===== src/sv/armt_pkg.sv =====
// Shared types and constants for the address region map table.
// No dependencies.
package armt_pkg;
	localparam int MaxRegions = 64;
	localparam int AddrBits = 31;
	localparam int IdBits = 31;
	localparam int IdxBits = $clog2(MaxRegions);
	localparam int CntBits = $clog2(MaxRegions + 1);

	localparam logic [1:0] CMD_LOAD = 2'd0;
	localparam logic [1:0] CMD_STORE = 2'd1;
	localparam logic [1:0] CMD_MAP = 2'd2;

	localparam logic [1:0] ST_OK = 2'd0;
	localparam logic [1:0] ST_MISS = 2'd1;
	localparam logic [1:0] ST_OVERLAP = 2'd2;
	localparam logic [1:0] ST_FULL = 2'd3;

	typedef struct packed {
		logic is_map;
		logic inverted;
		logic was_store;
		logic [AddrBits-1:0] lo;
		logic [AddrBits-1:0] hi;
		logic [IdBits-1:0] id;
	} req_t;

	typedef struct packed {
		logic [1:0] status;
		logic [IdBits-1:0] found;
		logic was_store;
	} rsp_t;
endpackage


===== src/sv/armt_front.sv =====
// Front end: accepts requests, classifies them, holds a two-entry request queue.
// Depends on armt_pkg.
module armt_front import armt_pkg::*; (
	input  logic clk,
	input  logic arst_n,
	input  logic push,
	output logic full,
	input  logic [1:0] cmd,
	input  logic [AddrBits-1:0] addr_low,
	input  logic [AddrBits-1:0] addr_high,
	input  logic [IdBits-1:0] region_id,
	output logic req_valid,
	output req_t req,
	input  logic req_take
);
	req_t buf_q [2];
	logic rd_q, wr_q;
	logic [1:0] cnt_q;
	req_t nreq;
	logic do_push, do_pop;

	always_comb begin
		nreq.is_map = (cmd == CMD_MAP);
		nreq.inverted = (addr_low > addr_high);
		nreq.was_store = (cmd != CMD_LOAD) && (cmd != CMD_MAP);
		nreq.lo = addr_low;
		nreq.hi = addr_high;
		nreq.id = region_id;
	end

	assign full = (cnt_q == 2'd2);
	assign req_valid = (cnt_q != 2'd0);
	assign req = buf_q[rd_q];
	assign do_push = push && !full;
	assign do_pop = req_take && req_valid;

	always_ff @(posedge clk) begin
		if (do_push) buf_q[wr_q] <= nreq;
	end

	always_ff @(posedge clk or negedge arst_n) begin
		if (!arst_n) begin
			rd_q <= 1'b0;
			wr_q <= 1'b0;
			cnt_q <= 2'd0;
		end else begin
			if (do_push) wr_q <= !wr_q;
			if (do_pop) rd_q <= !rd_q;
			cnt_q <= cnt_q + {1'b0, do_push} - {1'b0, do_pop};
		end
	end
endmodule


===== config.mk =====
export PLATFORM = sky130hd
export DESIGN_NAME = armt_front
export DESIGN_NICKNAME = d
export VERILOG_FILES = /design/src/sv/armt_pkg.sv /design/src/sv/armt_front.sv
export SDC_FILE = /design/constraint.sdc
export NUM_CORES = 1
export LEC_CHECK = 0
export ABC_AREA = 1
export BUFFER_PORTS_ARGS = -buffer_cell sky130_fd_sc_hd__clkbuf_2
export CAP_MARGIN = 5
export CORE_ASPECT_RATIO = 0.75
export CORE_UTILIZATION = 53
export CTS_BUF_LIST = sky130_fd_sc_hd__clkbuf_8
export DETAILED_ROUTE_END_ITERATION = 7
export PLACE_DENSITY = 0.84
export SLEW_MARGIN = 25
export SYNTH_ARGS = -nofsm -noshare
export SYNTH_HDL_FRONTEND = slang
export SYNTH_SLANG_ARGS = --single-unit

===== constraint.sdc =====
create_clock -name clk -period 9.39 [get_ports clk]
set_input_delay 0.4695 -clock clk [delete_from_list [all_inputs] [get_ports clk]]
set_output_delay 0.4695 -clock clk [all_outputs]
set_load 0.02 [all_outputs]

==> impl_metrics.json <==
{
  "place_ws_ps": 6530,
  "total_leakage_power_nw": 4.43,
  "antenna_found_initial": 0,
  "hp_class": "in -> reg",
  "required_ps": 8920,
  "critical_path.max_stage_delay_ps": 750,
  "netlist_instances": 673,
  "cts.sink_count": 196,
  "route.detailed.vias_per_inst": 4.89,
  "die_w_um": 144,
  "max_slew_margin_pct": 46.3,
  "timing.critical_path.cells": "clkinv_2, buf_4, nand2_1, nand2_1, clkbuf_2",
  "vdd_drop_max_mv": 0.223,
  "setup.worst_path.end_class": "primary output",
  "holdCritStartpoint": "region_id[1]",
  "hold_fails_final_rpt": 0,
  "period_needed_ps": 3270,
  "cellPowerDensity_nw_per_um2": 300,
  "detailedRoute.firstIterationViolations": 387,
  "report.power.total_w": 0.00290,
  "netlist-cell-type-count": 23,
  "crit_fanout": 51,
  "detail_route.wl_per_cell_um": 15.1,
  "achievable_freq_ghz": 0.306,
  "multi_input_comb_area_um2": 1900,
  "critical_path.reg2reg.endpoint": "rd_q",
  "vias_in_the_first_global_route": 4974,
  "worst-slew-pin-transition_ps": 805,
  "timing.critical_path.slowest_stage_cell": "dfrtp_4",
  "r2r-start": "rd_q",
  "syn-mean-instance-area_um2": 12.0,
  "holdPathStages": 1,
  "setup_viol_count_final": 0,
  "fin_tns_setup_ps": 0,
  "starting_utilization_of_the_core_area_pct": 55.1,
  "run_status": "finished, final reports clean",
  "grt_max_degree": 80,
  "post-cts-setup-buffers": 0,
  "timing.hold.ws_ps": 204,
  "dieArea_um2": 15700,
  "cell_area_after_synthesis_um2": 8070,
  "sequential_element_share_of_the_synthesized_area_pct": 72.7,
  "top_level_ports": 197,
  "h-tree-depth": 4,
  "maxcap_violations": 0,
  "dp_hpwl_um": 11200,
  "global_route.usage.total_pct": 21.1,
  "cts-hold-fix-buffers": 1,
  "gr-total-overflow": 0,
  "rr_worst_depth": 3,
  "synth.net_count": 805,
  "drive_above_1_share_pct": 27.5,
  "grt_setup_unrepaired": "no",
  "grt_first_pass_wirelength_um": 24400,
  "place.port_buffers": 196,
  "cp.arrival_ps": 2800,
  "clock_skew_ps": 15.2,
  "synth_warnings": 0,
  "timing.reg2reg.setup_slack_ps": 7020,
  "drt_wl_total_um": 16300,
  "tritoncts_clock_tree": "yes",
  "first_pass_iters": 5,
  "cts-root-buf": "clkbuf_8",
  "worst_hold_path.endpoint": "buf_q[1][1]",
  "die_h_um": 109,
  "clk_path_buf_depth": 2,
  "post_dp_cell_area_um2": 9220,
  "layout.filler_cells": 1065,
  "detail_route.drc_violations": 0,
  "postLayoutCellArea_um2": 9650,
  "placeableCoreArea_um2": 14600,
  "cts-buffers-inserted": 17,
  "area.sequential_um2": 5870,
  "ant_nets": 0,
  "final.setup.worst_slack_ps": 6120,
  "gp_routability_congestion": 0.759,
  "count_of_cells_resized_by_post_cts_repair": 0,
  "synth_seq_cells": 196,
  "detailroute.via_count": 5296,
  "clock_latency_of_the_later_clocked_register_in_the_worst_skew_pair_ps": 440,
  "diodes": 0,
  "timing_max_transition_violations_final": 0,
  "post-route-period-util_pct": 34.8,
  "rows": 38,
  "clkTransAtPathRegs_ps": 110,
  "nNetsFinal": 1003,
  "worstSetupStartpointType": "flop",
  "type_of_the_worst_setup_path": "reg -> out",
  "syn2layout_area_growth_pct": 19.7,
  "cpMostUsedCell": "nand2_1"
}
report_power, final:
part	switching, W	internal [W]
registers	0.0000752	0.00120
clock network	0.000324	0.000228
logic	0.000779	0.000292
total	0.00118	0.00172
worst max-delay path: cells and delay by family, from the launching register on:
| kind | cells | cell delay (ps) |
|---|---|---|
| AND/OR/NAND/NOR | 2 | 210 |
| flip-flops | 1 | 750 |
| buffers and inverters | 3 | 1370 |
cell type report:
type / instances / area share [%]
sequential: 196 / 60.8
multi-input combinational: 405 / 19.7
timing repair buffer: 201 / 10.7
tap: 200 / 2.59
clock buffer: 17 / 2.42
inverter: 50 / 1.96
clock inverter: 15 / 1.87
placed cells by master, fill, tap and decap left out, types with 2 or more instances in the layout:
master	synthesis	layout
a21o_1	2	2
a21oi_1	11	11
buf_4	2	2
buf_6	3	2
clkbuf_2	0	196
clkbuf_8	0	17
clkinv_8	0	3
dfrtp_1	4	3
edfxtp_1	192	192
ha_1	33	33
inv_1	48	48
inv_6	0	8
inv_8	0	2
nand2_1	333	333
nand4_1	2	2
nor2_1	10	8
nor2_2	4	4
nor2_4	0	2
xor2_1	3	3
worst max path at each step:
stage / startpoint / slack, ps / cells past startpoint / to
after CTS: rd_q / 6030 / 5 / req[94]
after global routing: rd_q / 5840 / 5 / req[94]
after floorplan: cnt_q[1] / 4290 / 3 / buf_q[0][0]
final: rd_q / 6120 / 5 / req[94]
after detailed placement: rd_q / 6530 / 5 / req[94]
after global placement: rd_q / 6540 / 5 / req[94]
state kept, by name, indices dropped and copies added (netlist names):
name,cells
buf_q,192
cnt_q,2
rd_q,1
wr_q,1
metal layers:
| metal | global-route usage, % | up-vias | part of all wire (%) |
|---|---|---|---|
| met3 | 5.27 | 12 | 6.8 |
| met4 | 4.66 | 0 | 0.83 |
| met2 | 34.0 | 202 | 47 |
| met1 | 29.3 | 2467 | 46 |
| met5 | 0 | - | 0 |
| li1 | - | 2615 | - |
cell families after synthesis:
kind of cell / synth area share (%)
buffers and inverters: 3.89
adder cells (fa/ha/maj): 5.12
AO/OA/AOI/OAI: 0.977
XOR/XNOR: 0.434
flip-flops: 72.7
AND/OR/NAND/NOR: 16.9
Yosys cell counts, drive strengths merged:
cell    count  area share [%]
nand3b      1           0.093
o21ai       1            0.11
edfxtp    192              71
inv        50             2.3
ha         33             5.1
nand2     333              15
a21o        2            0.19
dfrtp       4             1.2
nand4       2            0.16
a21oi      11            0.68
and3        1           0.078
buf        16             1.3
nand3       1           0.062
or2         1           0.078
xor2        3            0.33
nor3        1            0.12
xnor2       1            0.11
nor2       14            0.78
clkbuf      6            0.28
stage by stage:
step	std cells	utilization, %
after floorplan	673	-
after global placement	1051	63.0
after detailed placement	1051	63.0
after CTS	1084	65.9
after global routing	1084	65.9
final	1084	65.9
(Power assumes the default switching activity.)
